<file path="src/hw/rtl/sam_pkg.sv">
// ----------------------------------------------------------------------------
// sam_pkg: shared types and constants for the approximate shift-and matcher
// Word layouts of both channels and the configuration register indexes.
// ----------------------------------------------------------------------------
`default_nettype none

package sam_pkg;

  localparam int CFG_DATA_W  = 64;
  localparam int CFG_INDEX_W = 3;
  localparam int SYM_W       = 8;
  localparam int START_W     = 32;
  localparam int LENREG_W    = 6;
  localparam int ERRREG_W    = 2;
  localparam int PAT_REGS    = 4;
  localparam int PAT_CHARS   = 32;

  localparam logic [CFG_INDEX_W-1:0] REG_PAT_A      = 3'd0;
  localparam logic [CFG_INDEX_W-1:0] REG_PAT_B      = 3'd1;
  localparam logic [CFG_INDEX_W-1:0] REG_PAT_C      = 3'd2;
  localparam logic [CFG_INDEX_W-1:0] REG_PAT_D      = 3'd3;
  localparam logic [CFG_INDEX_W-1:0] REG_PAT_LENGTH = 3'd4;
  localparam logic [CFG_INDEX_W-1:0] REG_MAX_ERRORS = 3'd5;

  typedef struct packed {
    logic             start_text;
    logic [SYM_W-1:0] symbol;
  } sam_in_t;

  typedef struct packed {
    logic               match_found;
    logic [START_W-1:0] match_start;
  } sam_out_t;

endpackage

`default_nettype wire

</file>
<file path="src/hw/rtl/shift_and_approx_match.sv">
// ----------------------------------------------------------------------------
// shift_and_approx_match: approximate pattern matcher, one text symbol a word
// Bit-parallel shift-and search with one state vector per error level.
// ----------------------------------------------------------------------------
// Usage:
//   Input channel (in_valid/in_ready/in_item) carries one text symbol a word;
//   start_text marks the first symbol of a new text and reloads the level
//   vectors from the current configuration and restarts the position at zero.
//   Output channel (out_valid/out_ready/out_item) gives one result per
//   symbol: match flag and the text position where the match begins.
//   Configuration (cfg_we/cfg_index/cfg_data) holds the pattern characters,
//   the length and the error count; write it only while no word is in flight.
// Timing:
//   An accepted word passes the input register, then the level chain into
//   the result register; a stalled receiver can hold it in between.
//   Throughput is one word per cycle while out_ready is high; the level update
//   is a single pass of shifts and ORs through all error levels from the
//   state registers. When the receiver stalls, the result register holds and
//   the input register fills; in_ready drops only while both are full.
// Reset:
//   rst clears both registers, the pattern to zero, the length to one, the
//   error count to zero, the level vectors and the position to zero.
// ----------------------------------------------------------------------------
`default_nettype none

module shift_and_approx_match
  import sam_pkg::*;
#(
  parameter int MAX_PATTERN   = 32,
  parameter int MAX_LEVELS    = 4,
  parameter int SYMBOL_BITS   = 8,
  parameter int POSITION_BITS = 32
) (
  input  wire logic                   clk,
  input  wire logic                   rst,
  input  wire logic                   in_valid,
  output logic                        in_ready,
  input  wire sam_in_t                in_item,
  output logic                        out_valid,
  input  wire logic                   out_ready,
  output sam_out_t                    out_item,
  input  wire logic                   cfg_we,
  input  wire logic [CFG_INDEX_W-1:0] cfg_index,
  input  wire logic [CFG_DATA_W-1:0]  cfg_data
);

  localparam int VEC_W   = MAX_PATTERN;
  localparam int LEN_W   = $clog2(MAX_PATTERN + 1);
  localparam int ERR_W   = (MAX_LEVELS > 1) ? $clog2(MAX_LEVELS) : 1;
  localparam int DIFF_W  = (POSITION_BITS > START_W) ? POSITION_BITS : START_W;
  localparam int CMP_BITS = (SYMBOL_BITS < SYM_W) ? SYMBOL_BITS : SYM_W;
  localparam logic [SYM_W-1:0] CMP_MASK = SYM_W'((1 << CMP_BITS) - 1);

  typedef logic [VEC_W-1:0] vec_t;

  // configuration
  logic [CFG_DATA_W-1:0] pat [PAT_REGS];
  logic [LENREG_W-1:0]   pattern_length;
  logic [ERRREG_W-1:0]   max_errors;

  // state
  vec_t                     lv [MAX_LEVELS];
  logic [POSITION_BITS-1:0] pos;

  // pipeline registers
  logic    in_full;
  sam_in_t in_q;

  always_ff @(posedge clk) begin
    if (rst) begin
      for (int r = 0; r < PAT_REGS; r++) pat[r] <= '0;
      pattern_length <= LENREG_W'(1);
      max_errors     <= '0;
    end else if (cfg_we) begin
      case (cfg_index)
        REG_PAT_A:      pat[0] <= cfg_data;
        REG_PAT_B:      pat[1] <= cfg_data;
        REG_PAT_C:      pat[2] <= cfg_data;
        REG_PAT_D:      pat[3] <= cfg_data;
        REG_PAT_LENGTH: pattern_length <= cfg_data[LENREG_W-1:0];
        REG_MAX_ERRORS: max_errors <= cfg_data[ERRREG_W-1:0];
        default: ;
      endcase
    end
  end

  // effective length and error count
  logic [LEN_W-1:0] eff_len;
  logic [ERR_W-1:0] eff_errs;
  logic [6:0]       len7;
  logic [6:0]       err7;

  always_comb begin
    if (pattern_length == '0)
      eff_len = LEN_W'(1);
    else if (7'(pattern_length) > 7'(MAX_PATTERN))
      eff_len = LEN_W'(MAX_PATTERN);
    else
      eff_len = LEN_W'(pattern_length);
    len7 = 7'(eff_len);
    err7 = 7'(max_errors);
    if (err7 > len7 - 7'd1) err7 = len7 - 7'd1;
    if (err7 > 7'(MAX_LEVELS - 1)) err7 = 7'(MAX_LEVELS - 1);
    eff_errs = ERR_W'(err7);
  end

  // pattern characters as a flat list
  logic [SYM_W-1:0] chars [PAT_CHARS];
  for (genvar j = 0; j < PAT_CHARS; j++) begin : g_chars
    assign chars[j] = pat[j >> 3][8*(j & 7) +: 8];
  end

  // symbol mask: character i lands on bit len-1-i
  vec_t hit;
  vec_t hit_rev;
  vec_t smask;
  vec_t top;

  always_comb begin
    for (int i = 0; i < VEC_W; i++) begin
      if (i < PAT_CHARS)
        hit[i] = ((chars[5'(i)] ^ in_q.symbol) & CMP_MASK) == '0;
      else
        hit[i] = ((in_q.symbol & CMP_MASK) == '0);
      hit_rev[VEC_W-1-i] = hit[i];
    end
    smask = hit_rev >> (LEN_W'(MAX_PATTERN) - eff_len);
    top   = vec_t'(1) << (eff_len - LEN_W'(1));
  end

  // level chain
  logic advance;
  vec_t init_v [MAX_LEVELS];
  vec_t base   [MAX_LEVELS];
  vec_t lv_next [MAX_LEVELS];
  logic [POSITION_BITS-1:0] pos_use;
  logic [POSITION_BITS-1:0] pos_next;
  logic [DIFF_W-1:0]        diff;
  logic                     match;

  always_comb begin
    vec_t prev;
    vec_t cur;
    vec_t c;
    init_v[0] = '0;
    for (int l = 1; l < MAX_LEVELS; l++) begin
      if (l <= int'(eff_errs))
        init_v[l] = init_v[l-1] | (vec_t'(1) << (eff_len - LEN_W'(l)));
      else
        init_v[l] = '0;
    end
    for (int l = 0; l < MAX_LEVELS; l++)
      base[l] = in_q.start_text ? init_v[l] : lv[l];

    cur        = ((base[0] >> 1) | top) & smask;
    prev       = base[0];
    lv_next[0] = cur;
    for (int l = 1; l < MAX_LEVELS; l++) begin
      c = ((base[l] >> 1) & smask) | prev | ((prev | cur) >> 1);
      if (l <= int'(eff_errs)) begin
        prev       = base[l];
        cur        = c;
        lv_next[l] = c | top;
      end else begin
        lv_next[l] = base[l];
      end
    end

    pos_use  = in_q.start_text ? '0 : pos;
    pos_next = (pos_use != '1) ? pos_use + POSITION_BITS'(1) : pos_use;
    diff     = DIFF_W'(pos_use) - DIFF_W'(eff_len - LEN_W'(1));
    match    = cur[0] && (DIFF_W'(pos_use) >= DIFF_W'(eff_len - LEN_W'(1)));
  end

  assign advance  = in_full && (!out_valid || out_ready);
  assign in_ready = !in_full || !out_valid || out_ready;

  always_ff @(posedge clk) begin
    if (rst) begin
      in_full   <= 1'b0;
      out_valid <= 1'b0;
      pos       <= '0;
      for (int l = 0; l < MAX_LEVELS; l++) lv[l] <= '0;
    end else begin
      if (in_valid && in_ready)
        in_full <= 1'b1;
      else if (advance)
        in_full <= 1'b0;

      if (advance) begin
        out_valid <= 1'b1;
        pos       <= pos_next;
        for (int l = 0; l < MAX_LEVELS; l++) lv[l] <= lv_next[l];
      end else if (out_ready) begin
        out_valid <= 1'b0;
      end
    end
  end

  // payload registers
  always_ff @(posedge clk) begin
    if (in_valid && in_ready)
      in_q <= in_item;
    if (advance) begin
      out_item.match_found <= match;
      out_item.match_start <= match ? diff[START_W-1:0] : '0;
    end
  end

endmodule

`default_nettype wire

</file>
<file path="config.mk">
export PLATFORM = sky130hd
export DESIGN_NAME = shift_and_approx_match
export DESIGN_NICKNAME = d
export VERILOG_FILES = /design/src/hw/rtl/sam_pkg.sv /design/src/hw/rtl/shift_and_approx_match.sv
export SDC_FILE = /design/constraint.sdc
export NUM_CORES = 1
export LEC_CHECK = 0
export BUFFER_PORTS_ARGS = -buffer_cell sky130_fd_sc_hd__buf_2
export CAP_MARGIN = 10
export CORE_MARGIN = 3
export CORE_UTILIZATION = 35
export CTS_BUF_LIST = sky130_fd_sc_hd__clkbuf_4 sky130_fd_sc_hd__clkbuf_8 sky130_fd_sc_hd__clkbuf_16
export DETAILED_ROUTE_END_ITERATION = 6
export HOLD_SLACK_MARGIN = 0.15
export SETUP_SLACK_MARGIN = 0.02
export SLEW_MARGIN = 20
export SYNTH_ARGS = -nofsm -noshare
export SYNTH_HDL_FRONTEND = slang
export SYNTH_SLANG_ARGS = --single-unit
</file>
<file path="constraint.sdc">
create_clock -name clk -period 5.3 [get_ports clk]
set_clock_uncertainty 0.1 [all_clocks]
set_input_delay 0.53 -clock clk [delete_from_list [all_inputs] [get_ports clk]]
set_output_delay 0.53 -clock clk [all_outputs]
set_load 0.03 [all_outputs]
</file>
==> metrics.csv, run 1 <==
metric,value,unit
final setup vio count,0,
Fill cells,7045,
port bufs,115,
Worst Hold Slack,0.171,ns
Slew @ Worst Pin,1.10,ns
Clock Latency Late Sink,0.59,ns
Max VDD drop,0.259,mV
layout cells sized above 1,12.3,%
Hold WC Path Type,primary input to register,
RSZ-0062 raised after global routing,false,
WL/cell,23.4,um
Final ANT Viol Nets,0,
"Reg clk slew, reported paths",0.06,ns
Syn Inst Count,2887,
die extent in y,273,um
top-area cell type share of the netlist area,35.7,%
most frequent cells after synthesis,"297 x edfxtp_1, 261 x nor2_1, 229 x nand2_1, 206 x a21oi_1, 182 x o21ai_0",
Final min period,5.00,ns
f_max,0.200,GHz
Setup Crit Path Kind,register to register,
Critical Path AT,5.27,ns
router iterations before antenna repair,7,
syn nets,3008,
most frequent cell after synthesis,edfxtp_1,
num rows,97,
initial antenna violation count,1,
Die X-Extent,273,um
overflow left after global routing,0,
Total GRT Usage,24.3,%
final wirelength,93500,um
clock tree from TritonCTS,built,
H-tree depth,2,
CP peak stage delay,0.77,ns
Post-Route Setup TNS,0,ns
"Primary FF master, synth",edfxtp_1,
CP max FO,25,
Root Buffer,clkbuf_16,
largest net degree at the start of global routing,94,
post-layout util,41.3,%
Synth async-reset ratio,0,%
Final WS setup,0.298,ns
"Cell Area, Placed",26900,um^2
post-synthesis sequential area ratio,39.0,%
Ys Warns,0,
Yosys reg bits,339,
Synth cell types,91,
Starting Density,35.5,%
CTS buffer count,43,
Clock Sinks,339,
Slew HR,26.4,%
Leak,10.2,nW
global-route wire length before repair,142000,um
pre-CTS setup slack,0.338,ns
worst path cell trace,"nor4_4, o21ai_2, ha_1, or3b_1, a221o_1, inv_2, buf_4, nand4_1, nor2_1, buf_4, o21a_1, buf_4, nor2_1, o211ai_1, nor2_1, a221oi_1",
WP buf/inv,4,
final worst-path cycle share,94.4,%
Finished Cell Area,29100,um^2
slowest CP cell,o21a_1,
crit start category,register,
CTS Buffer Depth,3,
power per cell area,262,nW/um^2
Slew Limit Fails,0,
Remaining DRCs,4,
Area contributors post-synth,"edfxtp_1 36%, xnor2_1 4.7%, a21oi_1 4.1%",
Post-Syn Area,25000,um^2
final cell count without fillers,3995,
status,finished with violations,
Synth area leader,edfxtp_1,
Die Footprint,74700,um^2
failing checks,design-rule violations,
"Avg Cell Area, Syn",8.66,um^2
Area Overhead vs Synth,16.3,%
CORE AREA,70400,um^2
Final #Nets,3141,
Power Total,7.63,mW
gp weighted congestion,1.00,
CP required,5.57,ns
"CP delay by family, top",compound AO/OA/AOI/OAI gates,
Inst Count DP,3840,
Vias,24500,
vias per std cell,6.14,
Post-synth EDFFs,297,
IO Count,116,
Post-CTS Setup Bufs,0,
Final Hold Vio Count,0,
Max Cap Viol,0,
number of global-route vias before repair,22900,
Setup crit end kind,register,
post-DP HPWL,65200,um
DR iter-0 viols,3107,
cells by family after synthesis:
kind of cell	share of synthesized area, %
and+or+nand+nor	24.5
AOI/OAI and AO/OA	22.6
DFF	39.0
buffers and inverters	4.10
xor gates and xnor gates	5.74
adders and majority gates	2.03
muxes	1.99
layout make-up:
type | instances | area [um^2] | area share (%)
flip-flops and latches | 339 | 9760 | 33.5
clock buffers | 49 | 1130 | 3.87
inverters | 35 | 135 | 0.464
multi-input cells | 2297 | 14300 | 49.3
diodes | 2 | 5.00 | 0.0172
repair buffers | 304 | 2270 | 7.82
clock inverters | 29 | 277 | 0.950
well taps | 940 | 1180 | 4.04
cells in the final DEF, fill, tap and decap left out, drive strengths merged, types with 56 or more instances in the layout:
cell	instances
and2	150
xnor2	134
edfxtp	297
a31oi	79
nand3	118
buf	230
nor2b	99
nor3	115
nor2	262
a21oi	206
o21ai	191
nand2	229
nand4	56
dlygate4sd3	74
sequential cells by signal (all words and copies together), names as in the netlist:
signal / flops
pattern_length: 6
in_q: 9
max_errors: 2
out_valid: 1
in_full: 1
out_item: 33
lv: 127
pat: 128
pos: 32
worst min-delay path, delay by kind of cell:
| kind | cells | cell delay, ns |
|---|---|---|
| AND/OR/NAND/NOR | 1 | 0.08 |
| AO/OA/AOI/OAI | 1 | 0.07 |
| buffers and inverters | 1 | 0.14 |
power breakdown:
group          switching, mW  total, mW  internal (mW)
logic                  0.980       1.51          0.526
clock network           1.24       2.98           1.73
registers             0.0788       3.14           3.07
total                   2.30       7.63           5.32
per-layer routing:
layer | global-route usage (%) | vias to the layer above | share of wire [%]
met5 | 0 | - | 0
met4 | 11.7 | 0 | 5.2
met3 | 5.23 | 274 | 9.6
met2 | 36.5 | 1390 | 43
met1 | 33.0 | 11700 | 42
li1 | - | 11100 | -
path summary, 6_finish.rpt:
check | from | to | slack, ns | cells past startpoint
max | pattern_length[2] | lv[3][1] | 0.30 | 16
min | cfg_data[5] | pattern_length[5] | 0.17 | 3
max reg2reg | pattern_length[2] | lv[3][1] | 0.30 | 16
min reg2reg | pos[31] | pos[31] | 0.39 | 2
repair_timing:
action | in CTS | in global routing
hold endpoints to repair | 126 | 0
resized for setup | 0 | 2
setup endpoints to repair | 0 | 25
hold buffers | 74 | 0
(Power assumes the default switching activity.)
==> run 2: changes to the inputs <==
Settings changed: CORE_UTILIZATION 35 to 50, CTS_BUF_LIST sky130_fd_sc_hd__clkbuf_4 sky130_fd_sc_hd__clkbuf_8 sky130_fd_sc_hd__clkbuf_16 to default, PLACE_DENSITY from default to 0.7.
==> run 2 against run 1 <==
Compared with the run above: the run now ends clean; cell count is 6.9% lower; worst hold slack worse by 0.0032 ns; global-route usage is 12 points higher; core utilization up 17 points; critical path depth decreased by 2; flip-flop and latch count unchanged; critical endpoint is now out_item[14]; non-clock buffer count up 6; sequential share of layout area increased by 0.37 points; via count grew 1.2%; maximum frequency down 0.28%.
==> metrics.csv, run 2 (synthesis results as in run 1) <==
metric,value,unit,change
clock tree from TritonCTS,built,,
RSZ-0062 raised after global routing,false,,
Finished Cell Area,28800,um^2,-1.1%
IO Count,116,,unchanged
overflow left after global routing,0,,unchanged
Fill cells,4289,,-39%
"commonest non-fill, non-tap cells in the layout","297 x edfxtp_1, 258 x nor2_1, 228 x nand2_1",,
Worst Hold Slack,0.167,ns,-0.00322 ns
FF-to-FF path depth,14,,-2
num rows,81,,-16%
Area Overhead vs Synth,15.1,%,
H-tree depth,2,,unchanged
power per cell area,267,nW/um^2,+2.0%
die extent in y,230,um,-16%
Max Cap Viol,0,,unchanged
CP Launch Point,pattern_length[1],,
crit start category,register,,
largest net degree at the start of global routing,205,,+120%
largest registers,"pat: 128 flops, lv: 127 flops, out_item: 33 flops",,
"Cell Area, Placed",26600,um^2,-1.2%
number of global-route vias before repair,23800,,+4.1%
Setup Crit Path Kind,register to register,,
met2 wire len,42500,um,+5.5%
gp weighted congestion,1.04,,+4.3%
Inserted Diodes,0,,-2
slowest CP cell,a211oi_1,,
Final min period,5.02,ns,+0.0138 ns
Total GRT Usage,36.0,%,+12 points
global-route wire length before repair,148000,um,+4.2%
CP max FO,33,,+32%
cell mode on critical path,a22oi_1,,
post-layout util,58.5,%,+17 points
Inst Count DP,3568,,-7.1%
Final Hold Vio Count,0,,unchanged
FF-to-FF End,out_item[14],,
router iterations before antenna repair,6,,-1
Final WS setup,0.285,ns,-0.0138 ns
"commonest non-fill, non-tap cell in the layout",edfxtp_1,,
Clock Sinks,339,,unchanged
final setup vio count,0,,unchanged
Worst Setup EP,out_item[14],,
multi-input logic area,14400,um^2,about the same
Hold WC Path Type,primary input to register,,
DR iter-0 viols,3044,,-2.0%
post-DP HPWL,68000,um,+4.2%
final worst-path cycle share,94.6,%,+0.26 points
Seq. cell area,9760,um^2,unchanged
vias per std cell,6.68,,+8.6%
Die Footprint,52700,um^2,-29%
final cell count without fillers,3721,,-6.9%
Final ANT Viol Nets,0,,unchanged
Final #Nets,3145,,+0.13%
CTS buffer count,41,,-4.7%
worst path cell trace,"nor4_4, o21ai_2, ha_1, buf_4, xnor2_2, clkinv_1, a211oi_1, a22oi_1, a31oi_1, a22oi_1, a22oi_1, o31ai_4, buf_4, nor3_1",,
Vias,24800,,+1.2%
highest signal layer in the routed design,met5,,
f_max,0.199,GHz,-0.28%
Post-Route Setup TNS,0,ns,unchanged
RR Startpoint,pattern_length[1],,
CORE AREA,49200,um^2,-30%
Slew @ Worst Pin,1.07,ns,-0.0313 ns
wl on met1,40500,um,+2.9%
CP peak stage delay,0.90,ns,+0.13 ns
Slew HR,28.3,%,+1.9 points
Reg with most FFs,pat,,
pre-CTS setup slack,0.207,ns,-0.131 ns
Die X-Extent,230,um,-16%
FF-to-FF setup slack,0.28,ns,about the same
port bufs,115,,unchanged
Clock Latency Late Sink,0.58,ns,about the same
Starting Density,50.9,%,+15 points
Setup crit end kind,register,,
status,"complete, no violations",,
layout cells sized above 1,12.4,%,+0.082 points
final wirelength,97000,um,+3.8%
Max VDD drop,0.306,mV,+18%
Leak,10.2,nW,about the same
"Reg clk slew, reported paths",0.06,ns,about the same
CTS Buffer Depth,3,,unchanged
initial antenna violation count,4,,+3
Power Total,7.70,mW,+0.91%
Slew Limit Fails,0,,unchanged
Critical Path AT,5.32,ns,+0.05 ns
WL/cell,26.1,um,+11%
CP required,5.61,ns,+0.04 ns
Root Buffer,clkbuf_16,,
Remaining DRCs,0,,-4
Met3 Routed Length,9810,um,+9.4%
max FFs per register,128,,unchanged
==> run 2: cell count changes in the layout (fill, tap and decap cells not counted), sizes merged <==
cell	before	now
buf	230	237
bufinv	4	7
clkbuf	49	48
clkinv	22	20
diode	2	0
dlygate4sd3	74	73
inv	36	34
==> run 2: cell type report <==
cell class              instances  area share, %
clock inverters                28           1.19
clock buffers                  48           3.73
flip-flops and latches        339           33.9
multi-input cells            2297           49.9
repair buffers                310           7.94
well taps                     664           2.89
inverters                      35          0.470
==> run 2: critical path, delay by kind of cell (launching register included) <==
| kind | cells | cell delay, ns |
|---|---|---|
| fa+ha+maj | 1 | 0.28 |
| buf+inv | 3 | 0.74 |
| compound gates | 7 | 2.53 |
| xor+xnor | 1 | 0.17 |
| flops | 1 | 0.33 |
| simple gates | 2 | 0.65 |
==> run 2: timing repair <==
action,4_1_cts,5_1_grt
setup endpoints to repair,0,42
endpoints found under the hold margin,124,0
setup buffers,0,4
hold buffers,73,0
gates resized for setup,0,7
==> run 2: report_power, final <==
part	internal (mW)	total, mW	leakage, nW	switching [mW]
sequential	3.06	3.15	3.33	0.0823
combinational	0.529	1.52	6.19	0.996
clock	1.80	3.03	0.684	1.22
total	5.39	7.70	10.2	2.30
==> run 2: how the worst min path moves through the flow <==
stage                           start         end  depth (start not counted)
final                     cfg_data[9]  pat[0][73]                          2
after global placement        pos[31]     pos[31]                          2
after floorplan               pos[31]     pos[31]                          2
after global routing      cfg_data[9]  pat[0][73]                          2
after CTS                 cfg_data[9]  pat[0][73]                          2
after detailed placement      pos[31]     pos[31]                          2
==> run 2: metal layers <==
layer,GRT usage [%],up-vias
li1,-,11100
met1,50.5,12000
met2,54.6,1446
met3,7.54,265
met4,14.0,6
met5,0,-
